<file path="src/rtl/line_segment_grouping_defines.svh">
// Assertion macros for the line segment grouping block.
`ifndef LINE_SEGMENT_GROUPING_DEFINES_SVH
`define LINE_SEGMENT_GROUPING_DEFINES_SVH
`ifndef SYNTH
`define LSG_ASSERT_IMP(label, clk, rst_n, a, c) \
  label: assert property (@(posedge clk) disable iff (!rst_n) (a) |-> (c)) \
    else $error("assertion failed");
`define LSG_ASSERT_NXT(label, clk, rst_n, a, c) \
  label: assert property (@(posedge clk) disable iff (!rst_n) (a) |=> (c)) \
    else $error("assertion failed");
`else
`define LSG_ASSERT_IMP(label, clk, rst_n, a, c)
`define LSG_ASSERT_NXT(label, clk, rst_n, a, c)
`endif
`endif

</file>
<file path="src/rtl/lsg_pkg.sv">
// Shared types and constants for the line segment grouping block.
`default_nettype none
package lsg_pkg;
  localparam int MAX_SEGMENTS = 64;
  localparam int COORD_BITS = 12;
  localparam int IDX_BITS = $clog2(MAX_SEGMENTS);
  localparam int CNT_BITS = $clog2(MAX_SEGMENTS + 1);
  localparam int SUM_BITS = COORD_BITS + IDX_BITS + 1;
  localparam int QDEPTH = 2;
  localparam logic [11:0] GROUP_DISTANCE_RESET = 12'd30;

  typedef struct packed {
    logic [11:0] first_x;
    logic [11:0] first_y;
    logic [11:0] second_x;
    logic [11:0] second_y;
    logic        final_segment;
  } in_item_t;

  typedef struct packed {
    logic [11:0] top_x;
    logic [11:0] top_y;
    logic [11:0] bottom_x;
    logic [11:0] bottom_y;
    logic        final_group;
  } out_item_t;

  typedef struct packed {
    logic [COORD_BITS-1:0] ax;
    logic [COORD_BITS-1:0] ay;
    logic [COORD_BITS-1:0] bx;
    logic [COORD_BITS-1:0] by;
  } seg_t;

  // Command from the front to the back: store a segment, maybe start grouping.
  typedef struct packed {
    seg_t seg;
    logic last;
  } cmd_t;

  typedef enum logic [2:0] {
    ST_IDLE, ST_SEED, ST_SCAN, ST_DIV, ST_EMIT
  } bk_state_t;
endpackage
`default_nettype wire

</file>
<file path="src/rtl/lsg_front.sv">
// Front end: input handshake, coordinate masking and a short command queue.
`default_nettype none
module lsg_front import lsg_pkg::*; (
  input  wire logic     clk,
  input  wire logic     rst_n,
  input  wire logic     in_valid,
  output logic          in_stall,
  input  wire in_item_t in_data,
  output logic          cmd_valid,
  input  wire logic     cmd_take,
  output cmd_t          cmd
);
  cmd_t q_r [QDEPTH];
  logic [$clog2(QDEPTH)-1:0] wp_r, rp_r;
  logic [$clog2(QDEPTH):0] cnt_r, cnt_nxt;
  logic push, pop;
  cmd_t c;

  always_comb begin
    c.seg.ax = in_data.first_x[COORD_BITS-1:0];
    c.seg.ay = in_data.first_y[COORD_BITS-1:0];
    c.seg.bx = in_data.second_x[COORD_BITS-1:0];
    c.seg.by = in_data.second_y[COORD_BITS-1:0];
    c.last = in_data.final_segment;
  end

  assign in_stall = (cnt_r == ($clog2(QDEPTH)+1)'(QDEPTH));
  assign push = in_valid && !in_stall;
  assign cmd_valid = (cnt_r != '0);
  assign pop = cmd_valid && cmd_take;
  assign cmd = q_r[rp_r];
  assign cnt_nxt = cnt_r + {{$clog2(QDEPTH){1'b0}}, push} - {{$clog2(QDEPTH){1'b0}}, pop};

  always_ff @(posedge clk) begin
    if (!rst_n) begin
      wp_r <= '0;
      rp_r <= '0;
      cnt_r <= '0;
    end else begin
      cnt_r <= cnt_nxt;
      if (push) wp_r <= wp_r + 1'b1;
      if (pop) rp_r <= rp_r + 1'b1;
    end
    if (push) q_r[wp_r] <= c;
  end
endmodule
`default_nettype wire

</file>
<file path="src/rtl/lsg_back.sv">
// Back end: segment memory, greedy grouping scan, averaging and result register.
`default_nettype none
module lsg_back import lsg_pkg::*; (
  input  wire logic        clk,
  input  wire logic        rst_n,
  input  wire logic [11:0] join_dist,
  input  wire logic        cmd_valid,
  output logic             cmd_take,
  input  wire cmd_t        cmd,
  output logic             out_valid,
  input  wire logic        out_stall,
  output out_item_t        out_data
);
  seg_t mem [MAX_SEGMENTS];
  logic [MAX_SEGMENTS-1:0] unused_r, unused_nxt;
  bk_state_t st_r, st_nxt;
  logic [CNT_BITS-1:0] count_r, count_nxt;
  logic [CNT_BITS-1:0] i_r, i_nxt, j_r, j_nxt;
  logic [CNT_BITS-1:0] members_r, members_nxt;
  logic [SUM_BITS-1:0] sum_r [4];
  logic [SUM_BITS-1:0] sum_nxt [4];
  seg_t seed_r, rd_r;
  logic [IDX_BITS-1:0] rd_addr;
  logic [SUM_BITS-1:0] rem_r [4];
  logic [SUM_BITS-1:0] rem_nxt [4];
  logic [COORD_BITS-1:0] quo_r [4];
  logic [COORD_BITS-1:0] quo_nxt [4];
  logic [$clog2(COORD_BITS+1)-1:0] bit_r, bit_nxt;
  logic out_valid_r, out_valid_nxt;
  out_item_t out_r;
  logic any_left_r, any_left_nxt;
  logic mem_we;
  logic store_ok;
  logic [COORD_BITS:0] ms, mc;
  logic [COORD_BITS-1:0] d0, d1, d2;
  logic near;
  logic [COORD_BITS-1:0] ord [4];
  logic [SUM_BITS+COORD_BITS-1:0] trial [4];

  function automatic logic [COORD_BITS-1:0] adiff(logic [COORD_BITS-1:0] a,
                                                  logic [COORD_BITS-1:0] b);
    return (a > b) ? a - b : b - a;
  endfunction

  // The read address follows the next scan index, so the registered read holds the current entry.
  // A segment written in the same cycle is forwarded, so a set whose only
  // segment is the final one reads the new entry and not stale contents.
  assign rd_addr = (st_nxt == ST_SEED) ? i_nxt[IDX_BITS-1:0] : j_nxt[IDX_BITS-1:0];
  always_ff @(posedge clk) begin
    if (mem_we) mem[count_r[IDX_BITS-1:0]] <= cmd.seg;
    if (mem_we && rd_addr == count_r[IDX_BITS-1:0]) rd_r <= cmd.seg;
    else rd_r <= mem[rd_addr];
  end

  assign ms = ({1'b0, seed_r.ax} + {1'b0, seed_r.bx}) >> 1;
  assign mc = ({1'b0, rd_r.ax} + {1'b0, rd_r.bx}) >> 1;
  assign d0 = adiff(ms[COORD_BITS-1:0], mc[COORD_BITS-1:0]);
  assign d1 = adiff(seed_r.ax, rd_r.ax);
  assign d2 = adiff(seed_r.bx, rd_r.bx);
  assign near = ({4'd0, d0} < 16'(join_dist)) || ({4'd0, d1} < 16'(join_dist))
             || ({4'd0, d2} < 16'(join_dist));

  always_comb begin
    if (rd_r.ay < rd_r.by) begin
      ord[0] = rd_r.ax; ord[1] = rd_r.ay; ord[2] = rd_r.bx; ord[3] = rd_r.by;
    end else begin
      ord[0] = rd_r.bx; ord[1] = rd_r.by; ord[2] = rd_r.ax; ord[3] = rd_r.ay;
    end
  end

  assign store_ok = (count_r < CNT_BITS'(MAX_SEGMENTS));

  always_comb begin
    st_nxt = st_r;
    count_nxt = count_r;
    unused_nxt = unused_r;
    i_nxt = i_r;
    j_nxt = j_r;
    members_nxt = members_r;
    sum_nxt = sum_r;
    rem_nxt = rem_r;
    quo_nxt = quo_r;
    bit_nxt = bit_r;
    out_valid_nxt = out_valid_r && out_stall;
    any_left_nxt = any_left_r;
    cmd_take = 1'b0;
    mem_we = 1'b0;
    for (int k = 0; k < 4; k++) trial[k] = '0;
    unique case (st_r)
      ST_IDLE: begin
        if (cmd_valid) begin
          cmd_take = 1'b1;
          if (store_ok) begin
            mem_we = 1'b1;
            unused_nxt[count_r[IDX_BITS-1:0]] = 1'b1;
            count_nxt = count_r + 1'b1;
          end
          if (cmd.last) begin
            i_nxt = '0;
            st_nxt = ST_SEED;
          end
        end
      end
      ST_SEED: begin
        // rd_r holds entry i.
        if (i_r == count_r) begin
          unused_nxt = '0;
          count_nxt = '0;
          st_nxt = ST_IDLE;
        end else if (!unused_r[i_r[IDX_BITS-1:0]]) begin
          i_nxt = i_r + 1'b1;
        end else begin
          unused_nxt[i_r[IDX_BITS-1:0]] = 1'b0;
          for (int k = 0; k < 4; k++) sum_nxt[k] = SUM_BITS'(ord[k]);
          members_nxt = CNT_BITS'(1);
          j_nxt = i_r + 1'b1;
          st_nxt = ST_SCAN;
        end
      end
      ST_SCAN: begin
        if (j_r == count_r) begin
          for (int k = 0; k < 4; k++) rem_nxt[k] = sum_r[k];
          bit_nxt = ($clog2(COORD_BITS+1))'(COORD_BITS);
          st_nxt = ST_DIV;
        end else begin
          if (unused_r[j_r[IDX_BITS-1:0]] && near) begin
            unused_nxt[j_r[IDX_BITS-1:0]] = 1'b0;
            for (int k = 0; k < 4; k++) sum_nxt[k] = sum_r[k] + SUM_BITS'(ord[k]);
            members_nxt = members_r + 1'b1;
          end
          j_nxt = j_r + 1'b1;
        end
      end
      ST_DIV: begin
        // Restoring division, one quotient bit per cycle; quotients fit the coordinate.
        if (bit_r == '0) begin
          any_left_nxt = 1'b0;
          for (int k = 0; k < MAX_SEGMENTS; k++)
            if (k > int'(i_r) && k < int'(count_r) && unused_r[k]) any_left_nxt = 1'b1;
          st_nxt = ST_EMIT;
        end else begin
          for (int k = 0; k < 4; k++) begin
            trial[k] = (SUM_BITS+COORD_BITS)'(members_r) << (bit_r - 1'b1);
            if ((SUM_BITS+COORD_BITS)'(rem_r[k]) >= trial[k]) begin
              rem_nxt[k] = rem_r[k] - trial[k][SUM_BITS-1:0];
              quo_nxt[k][bit_r - 1'b1] = 1'b1;
            end else begin
              quo_nxt[k][bit_r - 1'b1] = 1'b0;
            end
          end
          bit_nxt = bit_r - 1'b1;
        end
      end
      ST_EMIT: begin
        if (!out_valid_r || !out_stall) begin
          out_valid_nxt = 1'b1;
          i_nxt = i_r + 1'b1;
          if (!any_left_r) begin
            unused_nxt = '0;
            count_nxt = '0;
            st_nxt = ST_IDLE;
          end else begin
            st_nxt = ST_SEED;
          end
        end
      end
      default: st_nxt = ST_IDLE;
    endcase
  end

  always_ff @(posedge clk) begin
    if (!rst_n) begin
      st_r <= ST_IDLE;
      count_r <= '0;
      unused_r <= '0;
      out_valid_r <= 1'b0;
      i_r <= '0;
      j_r <= '0;
    end else begin
      st_r <= st_nxt;
      count_r <= count_nxt;
      unused_r <= unused_nxt;
      out_valid_r <= out_valid_nxt;
      i_r <= i_nxt;
      j_r <= j_nxt;
    end
    members_r <= members_nxt;
    sum_r <= sum_nxt;
    rem_r <= rem_nxt;
    quo_r <= quo_nxt;
    bit_r <= bit_nxt;
    any_left_r <= any_left_nxt;
    if (st_r == ST_SEED && i_r != count_r) seed_r <= rd_r;
    if (st_r == ST_EMIT && (!out_valid_r || !out_stall)) begin
      out_r.top_x <= 12'(quo_r[0]);
      out_r.top_y <= 12'(quo_r[1]);
      out_r.bottom_x <= 12'(quo_r[2]);
      out_r.bottom_y <= 12'(quo_r[3]);
      out_r.final_group <= !any_left_r;
    end
  end

  assign out_valid = out_valid_r;
  assign out_data = out_r;
endmodule
`default_nettype wire

</file>
<file path="src/rtl/line_segment_grouping.sv">
// Top level of the line segment grouping block.
//
//  channel  | direction | handshake           | payload
//  in_      | input     | in_valid/in_stall   | in_item_t (two endpoints, final flag)
//  out_     | output    | out_valid/out_stall | out_item_t (averaged segment, final flag)
//  cfg_     | input     | cfg_we              | cfg_data
//
// A non-final segment transfer is stored by the back end from the queue.
// A final segment runs the grouping: for each group the scan reads every later
// stored segment in turn through the single read port of the segment memory,
// then a bit-serial division averages the group. The front queue takes up to
// two segments while the back end works and then stalls the input.
// Reset is synchronous and active low; it clears the count, marks and queue.
// A stalled output holds its result, and the back end waits before emitting.
`default_nettype none
`include "line_segment_grouping_defines.svh"
module line_segment_grouping import lsg_pkg::*; (
  input  wire logic        clk,
  input  wire logic        rst_n,
  input  wire logic        in_valid,
  output logic             in_stall,
  input  wire in_item_t    in_data,
  output logic             out_valid,
  input  wire logic        out_stall,
  output out_item_t        out_data,
  input  wire logic        cfg_we,
  input  wire logic [11:0] cfg_data
);
  logic [11:0] dist_r;
  logic cmd_valid, cmd_take;
  cmd_t cmd;

  // The grouping threshold register.
  always_ff @(posedge clk) begin
    if (!rst_n) begin
      dist_r <= GROUP_DISTANCE_RESET;
    end else if (cfg_we) begin
      dist_r <= cfg_data;
    end
  end

  lsg_front u_front (
    .clk, .rst_n, .in_valid, .in_stall, .in_data,
    .cmd_valid, .cmd_take, .cmd
  );

  lsg_back u_back (
    .clk, .rst_n, .join_dist(dist_r), .cmd_valid, .cmd_take, .cmd,
    .out_valid, .out_stall, .out_data
  );

  // A command is only taken when one is queued.
  `LSG_ASSERT_IMP(a_take_valid, clk, rst_n, cmd_take, cmd_valid)
  // A stalled result stays valid in the next cycle.
  `LSG_ASSERT_NXT(a_out_hold, clk, rst_n, out_valid && out_stall, out_valid)
endmodule
`default_nettype wire

</file>
<file path="config.mk">
export PLATFORM = sky130hd
export DESIGN_NAME = line_segment_grouping
export DESIGN_NICKNAME = d
export VERILOG_FILES = /design/src/rtl/lsg_pkg.sv /design/src/rtl/lsg_front.sv /design/src/rtl/lsg_back.sv /design/src/rtl/line_segment_grouping.sv
export VERILOG_INCLUDE_DIRS = /design/src /design/src/rtl
export SDC_FILE = /design/constraint.sdc
export NUM_CORES = 2
export LEC_CHECK = 0
export BUFFER_PORTS_ARGS = -buffer_cell sky130_fd_sc_hd__buf_4
export CORE_ASPECT_RATIO = 2
export CORE_UTILIZATION = 42
export DETAILED_ROUTE_END_ITERATION = 16
export GPL_TIMING_DRIVEN = 0
export PLACE_DENSITY_LB_ADDON = 0.25
export SYNTH_ARGS = -nofsm -noshare
export SYNTH_HDL_FRONTEND = slang
export SYNTH_SLANG_ARGS = --single-unit
</file>
<file path="constraint.sdc">
create_clock -name clk -period 39.2 [get_ports clk]
set_clock_uncertainty 0.15 [all_clocks]
set_input_delay 5.88 -clock clk [delete_from_list [all_inputs] [get_ports clk]]
set_output_delay 5.88 -clock clk [all_outputs]
set_load 0.02 [all_outputs]
</file>
## After elaboration in Yosys (flattened, before gate mapping)

Memories as Yosys holds them, arrays and structs flattened. A register that Yosys moved wholly into a read port is not among the register bits.
Index checks and enable logic that the tools add are counted.

- Add/subtract/negate cells: 25
- Order comparisons: 146
- Equality and inequality tests: 27
- Shift operators: 1
- Multiplexer cells: 89
- Bitwise gates (word level): 15
- Reduce and logical (&&, ||, !) cells: 163

Operator list:

| operator | number |
|---|---|
| $mux W64 | 8 |
| $mux W76 | 6 |
| $pmux W76 S2 | 2 |
| $pmux W64 S4 | 1 |
| $gt A6 B7 Y1 const A | 32 |
| $lt A6 B7 Y1 const A | 32 |
| $logic_and A1 B1 Y1 | 136 |
| $and A64 B64 Y64 | 2 |
| $not A64 Y64 | 2 |
| $ge A19 B31 Y1 | 4 |
| $mux W7 | 17 |
| $gt A5 B7 Y1 const A | 16 |
| $lt A5 B7 Y1 const A | 16 |
| $mux W12 | 7 |
| $add A19 B12 Y19 | 4 |
| $mux W19 | 4 |
| $sub A19 B19 Y19 | 4 |
| $sub A12 B12 Y12 | 6 |
| $or A64 B64 Y64 | 1 |
| $reduce_or A62 Y1 | 1 |
| $gt A4 B7 Y1 const A | 8 |
| $lt A4 B7 Y1 const A | 8 |
| $and A12 B12 Y12 | 4 |
| $lt A12 B12 Y1 | 4 |
| other kinds (56) | 141 |

- Register bits after elaboration: 390
- Memory bits (writable): 3,170
- Input port bits: 66
- Word-level logic and storage cells: 502
- Memories kept: 2

Memory list:

| memory | depth | width | read ports | clocked after Yosys merged registers in | write ports | line | source |
|---|---|---|---|---|---|---|---|
| u_back.mem | 64 | 48 | 1 | 1 | 1 | lsg_back.sv:14 | `seg_t mem [MAX_SEGMENTS];` |
| u_front.q_r | 2 | 49 | 1 | 1 | 1 | lsg_front.sv:13 | `cmd_t q_r [QDEPTH];` |

## Longest topological paths before layout

- Depth in word-level cells: 10
- Depth in mapped cells: 45
- Gate-level depth less buffers: 39

## Modules after synthesis

Synthesis repeated with hierarchy kept, for this count alone.

- Cell total of the unflattened synthesis: 8,099
- Area total of the unflattened synthesis: 151,238.8 µm²

Modules (own cells, without submodules):

| module | instances | cells an instance | area each (µm²) | seq. area each (µm²) |
|---|---|---|---|---|
| lsg_back | 1 | 7,882 | 146,981.0 | 102,708.5 |
| lsg_front | 1 | 179 | 3,817.4 | 3,042.9 |
| line_segment_grouping | 1 | 38 | 440.4 | 240.2 |

## Worst setup path before layout

Ideal clock, no wire load.

- Path kind: register to register
- Start: reg with a tool-made name
- End: reg u_back.members_r[0] (enable)
- Setup time: 0.647 ns
- Arrival: 15.075 ns
- Setup slack: 23.328 ns
- Cell stages (with the launch flop): 40
- Buffers on the path: 9
- Cells stage by stage: dfxtp_1 buf_2 buf_6 buf_6 buf_6 buf_2 clkbuf_1 buf_1 mux4_2 mux4_2 mux4_2 fa_1 a21o_1 a21oi_1 o21bai_1 a21oi_1 o21bai_1 a21oi_1 (+4 left out) ha_1 clkbuf_1 o21a_1 o21ai_0 nor2_1 a2111oi_0 nor3_1 clkbuf_1 mux2i_1 o21ai_0 a221oi_1 xnor2_1 ha_1 or4_1 nor3_1 a211o_1 o2111ai_1 o31ai_1

RTL lines:

| what | line | source |
|---|---|---|
| end signal, assigned | lsg_back.sv:187 | `members_r <= members_nxt;` |
| end, declared | lsg_back.sv:19 | `logic [CNT_BITS-1:0] members_r, members_nxt;` |

==> impl_results.md <==
- Status: complete, but fails checks
- Failing checks: DRC, capacitance limit, slew limit
- Max Freq: 0.0645 GHz
- Reg2Reg Setup Slack: ~24 ns
- Setup TNS: 0 ns
- Worst rel slew slack: -7.48%
- Pint: approximately 7.3 mW
- Sink Count: 3567
- Max Root-Sink Buffers: 4
- Die area: 0.360 mm^2
- DP HPWL: 382 mm
- # fillers: a little under 30k
- Vias per inst: around 6.3
- CP peak stage delay: 1.11 ns
- Tcrit/Tclk final: approximately two fifths
- Syn Inst Count: between 7k and 8k
- Area occupied by registers: between 0.1 and 0.15 mm^2
- Clk slew on worst S/H paths: approximately 0.070 ns
- Clock share of power: just under 30%
- Total CTS buffers: 317
- Vias in the first global route: approximately 86k
- Critical Path RT: between 30 and 40 ns
- CORE AREA: 0.356 mm^2
- P_sw: around 3.3 mW
- Leading cell type in the layout, fill and taps excluded: edfxtp_1
- Worst slew pin tran: approximately 1.6 ns
- Post-DRT Antenna Nets: 0
- Post-Place Setup Slack: ~24 ns
- Combinational power share: a little over a quarter
- Crit path launch type: register
- Fin crit period: ~16 ns
- CP max stage cell: buf_1
- Clk_lat worst skew: ~0.95 ns
- PwrDens: 61.6 mW/mm^2
- Initial core utilization: 42.2%
- Setup ws final: 23.69 ns
- GRT Util Overall: between 20% and 30%
- Final setup violation count: 0
- Chip width: around 420 um
- NumNets Final: between 8k and 9k
- Largest net degree at the start of global routing: between 60 and 70
- Crit Path Class: register to register
- Worst R2R Path Depth: between 40 and 50
- Number of I/O pins: between 100 and 150
- IR drop worst, VDD: 0.0738 mV
- Via Count: 84.6k
- I/O Buffers: approximately 110
- Wire per inst: roughly 39 um
- Most frequent cells in the layout: edfxtp_1, mux4_2, o21ai_0, clkbuf_16, clkbuf_1
- Rows: 310
- Synthesized area: ~0.15 mm^2
- Total grt overflow: 0
- Footprint of the multi-input gates: ~0.042 mm^2
- LEAKAGE: ~54 nW
- Synthesized area per cell: approximately 19 um^2
- Yosys cell types: just over 80
- Sequential share of the synthesized area: slightly above 70%
- First-pass GRT wire length: roughly 700 mm
- Seq cells post-synth: around 3.6k
- Switching share of power: about 30%
- CP endpoint kind: register
- Final Hold Viols: 0
- Final Core Density: roughly 48%
- HP Class: register to register
- Die Ht: roughly 850 um
- TritonCTS clock tree: yes
- Placer congestion estimate: between 0.9 and 1
- Max-cap violations: 5
- WP data arrival: 16.06 ns
- First drt pass iteration count: 12
- Post-synth EDFFs: roughly 3.5k
- Share of layout cells above drive strength 1: roughly 24%
- CP max FO: 10
- Sequential share of power: roughly 44%
- CTS resizes: 0
- Setup Buffers After CTS: 0
- Hold endpoint: u_back.out_data[40]
- Drt drc: 3
- Synth Flop Type: edfxtp_1
- Worst Hold Depth: 0
- Final slew viol count: 3
- Ys async rst share: 0%
- Net Count, Synth: 8243
- R2R Path End: u_back.unused_r[6]
- Root buf cell: clkbuf_16
- Initial antenna violation count: 26
- Hold-fix buffers, CTS: 0
- Area delta synth->final: 14.8%
- Htree depth: 5
- Power after layout: between 10 and 15 mW
- RSZ-0062 raised after global routing: false
- Iteration-0 DRC Markers: 9960
- WL final: approximately 530 mm
- Yosys Warn Count: 0
-- synth_stat cells, types with 15 or more instances --
cell type,count,share of area [%]
a21oi_1,191,0.64
nor2_1,276,0.69
buf_2,70,0.23
and3_1,27,0.11
xor2_1,82,0.48
o221ai_1,16,0.093
or2_2,16,0.067
nor3_1,50,0.17
nor2b_1,60,0.25
o21a_1,27,0.14
mux2_2,119,0.89
inv_1,181,0.45
fa_1,16,0.21
or3_1,19,0.079
o31ai_1,25,0.13
a21o_1,74,0.37
ha_1,273,2.3
nand2b_1,27,0.11
mux2i_1,93,0.62
and2_1,39,0.16
a22oi_1,15,0.075
o21bai_1,44,0.22
o22ai_1,22,0.092
edfxtp_1,3455,69
a211oi_1,15,0.075
o21ai_0,394,1.3
nand3_1,63,0.21
xnor2_1,129,0.75
o211ai_1,15,0.075
a31oi_1,98,0.41
dfxtp_1,112,1.5
nand4_1,27,0.11
mux4_2,1004,15
a221oi_1,20,0.12
nand2_1,281,0.70
mux2_4,16,0.16
buf_1,73,0.18
clkbuf_1,247,0.62
-- worst max-delay path by stage --
stage | start | slack, ns | to
floorplan | register | 23.33 | u_back.members_r[0]
detailed placement | register | 23.99 | u_back.unused_r[6]
CTS | register | 23.82 | u_back.unused_r[9]
finish | register | 23.69 | u_back.unused_r[6]
global route | register | 23.27 | u_back.unused_r[16]
global placement | register | 14.80 | u_back.sum_r[63]
-- area by class of cell --
cell class	count	share of cell area (%)
Multi-Input combinational cell	3736	24.5
Antenna cell	25	0.0363
Buffer	398	0.969
Sequential cell	3567	61.5
Clock buffer	386	4.84
Clock inverter	175	0.981
Timing Repair Buffer	353	3.30
Tap cell	4680	3.40
Inverter	187	0.408
-- metrics by stage --
stage | cell area (um^2) | std cells | hold slack [ns]
after floorplan | 150000 | 7888 | 0.250
after global placement | 157000 | 12700 | 0.251
after detailed placement | 162000 | 12900 | 0.255
after CTS | 172000 | 13500 | 0.226
after global routing | 172000 | 13500 | 0.248
final | 172000 | 13500 | 0.234
-- flip-flops by register name, indices dropped and copies added, names as in the netlist, named ones only --
register,count
u_back.mem,3072
u_back.unused_r,64
u_back.out_data,49
u_front.rp_r,1
u_front.q_r,98
u_back.members_r,7
u_back.i_r,7
u_back.st_r,3
dist_r,12
u_back.any_left_r,1
u_back.j_r,7
u_back.count_r,7
u_back.sum_r,76
u_back.bit_r,4
u_front.wp_r,1
u_back.out_valid,1
u_back.rem_r,76
u_front.cnt_r,2
u_back.seed_r,24
-- metal layers --
metal,vias up,track usage (%),part of all wire (%)
li1,33700,-,-
met1,44700,29.0,31
met2,4633,52.7,53
met3,1646,4.74,6.7
met4,10,24.0,10
met5,-,0,0.012
-- critical path: cells and delay by family, from the launching register on --
family,cells,cell delay [ns]
buffers and inverters,10,5.20
DFF,1,0.40
adders and majority gates,3,0.93
and+or+nand+nor,4,1.44
muxes,4,1.98
xor gates and xnor gates,2,0.35
AOI/OAI and AO/OA,18,4.75
-- power groups by stage --
| stage | Combinational [mW] | Clock (mW) | Sequential [mW] |
|---|---|---|---|
| 2_1_floorplan | 1.79 | 0 | 4.74 |
| 3_3_place_gp | 2.65 | 0 | 4.77 |
| 3_5_place_dp | 2.78 | 0 | 4.76 |
| 4_1_cts | 2.79 | 3.17 | 4.68 |
| 5_1_grt | 3.00 | 3.29 | 4.68 |
| 6_report | 2.80 | 3.13 | 4.68 |
-- kinds of logic (layout without fill, tap and decap cells) --
family / Yosys count / in the layout / synth area share (%)
and+or+nand+nor: 933 / 933 / 2.91
AOI/OAI and AO/OA: 1071 / 1071 / 4.43
other: 0 / 25 / 0
adders and majority gates: 289 / 289 / 2.49
muxes: 1232 / 1232 / 16.7
xor gates and xnor gates: 211 / 211 / 1.23
buffers and inverters: 585 / 1499 / 1.56
DFF: 3567 / 3567 / 70.6
Note: power is estimated with default switching activity, not from simulation.
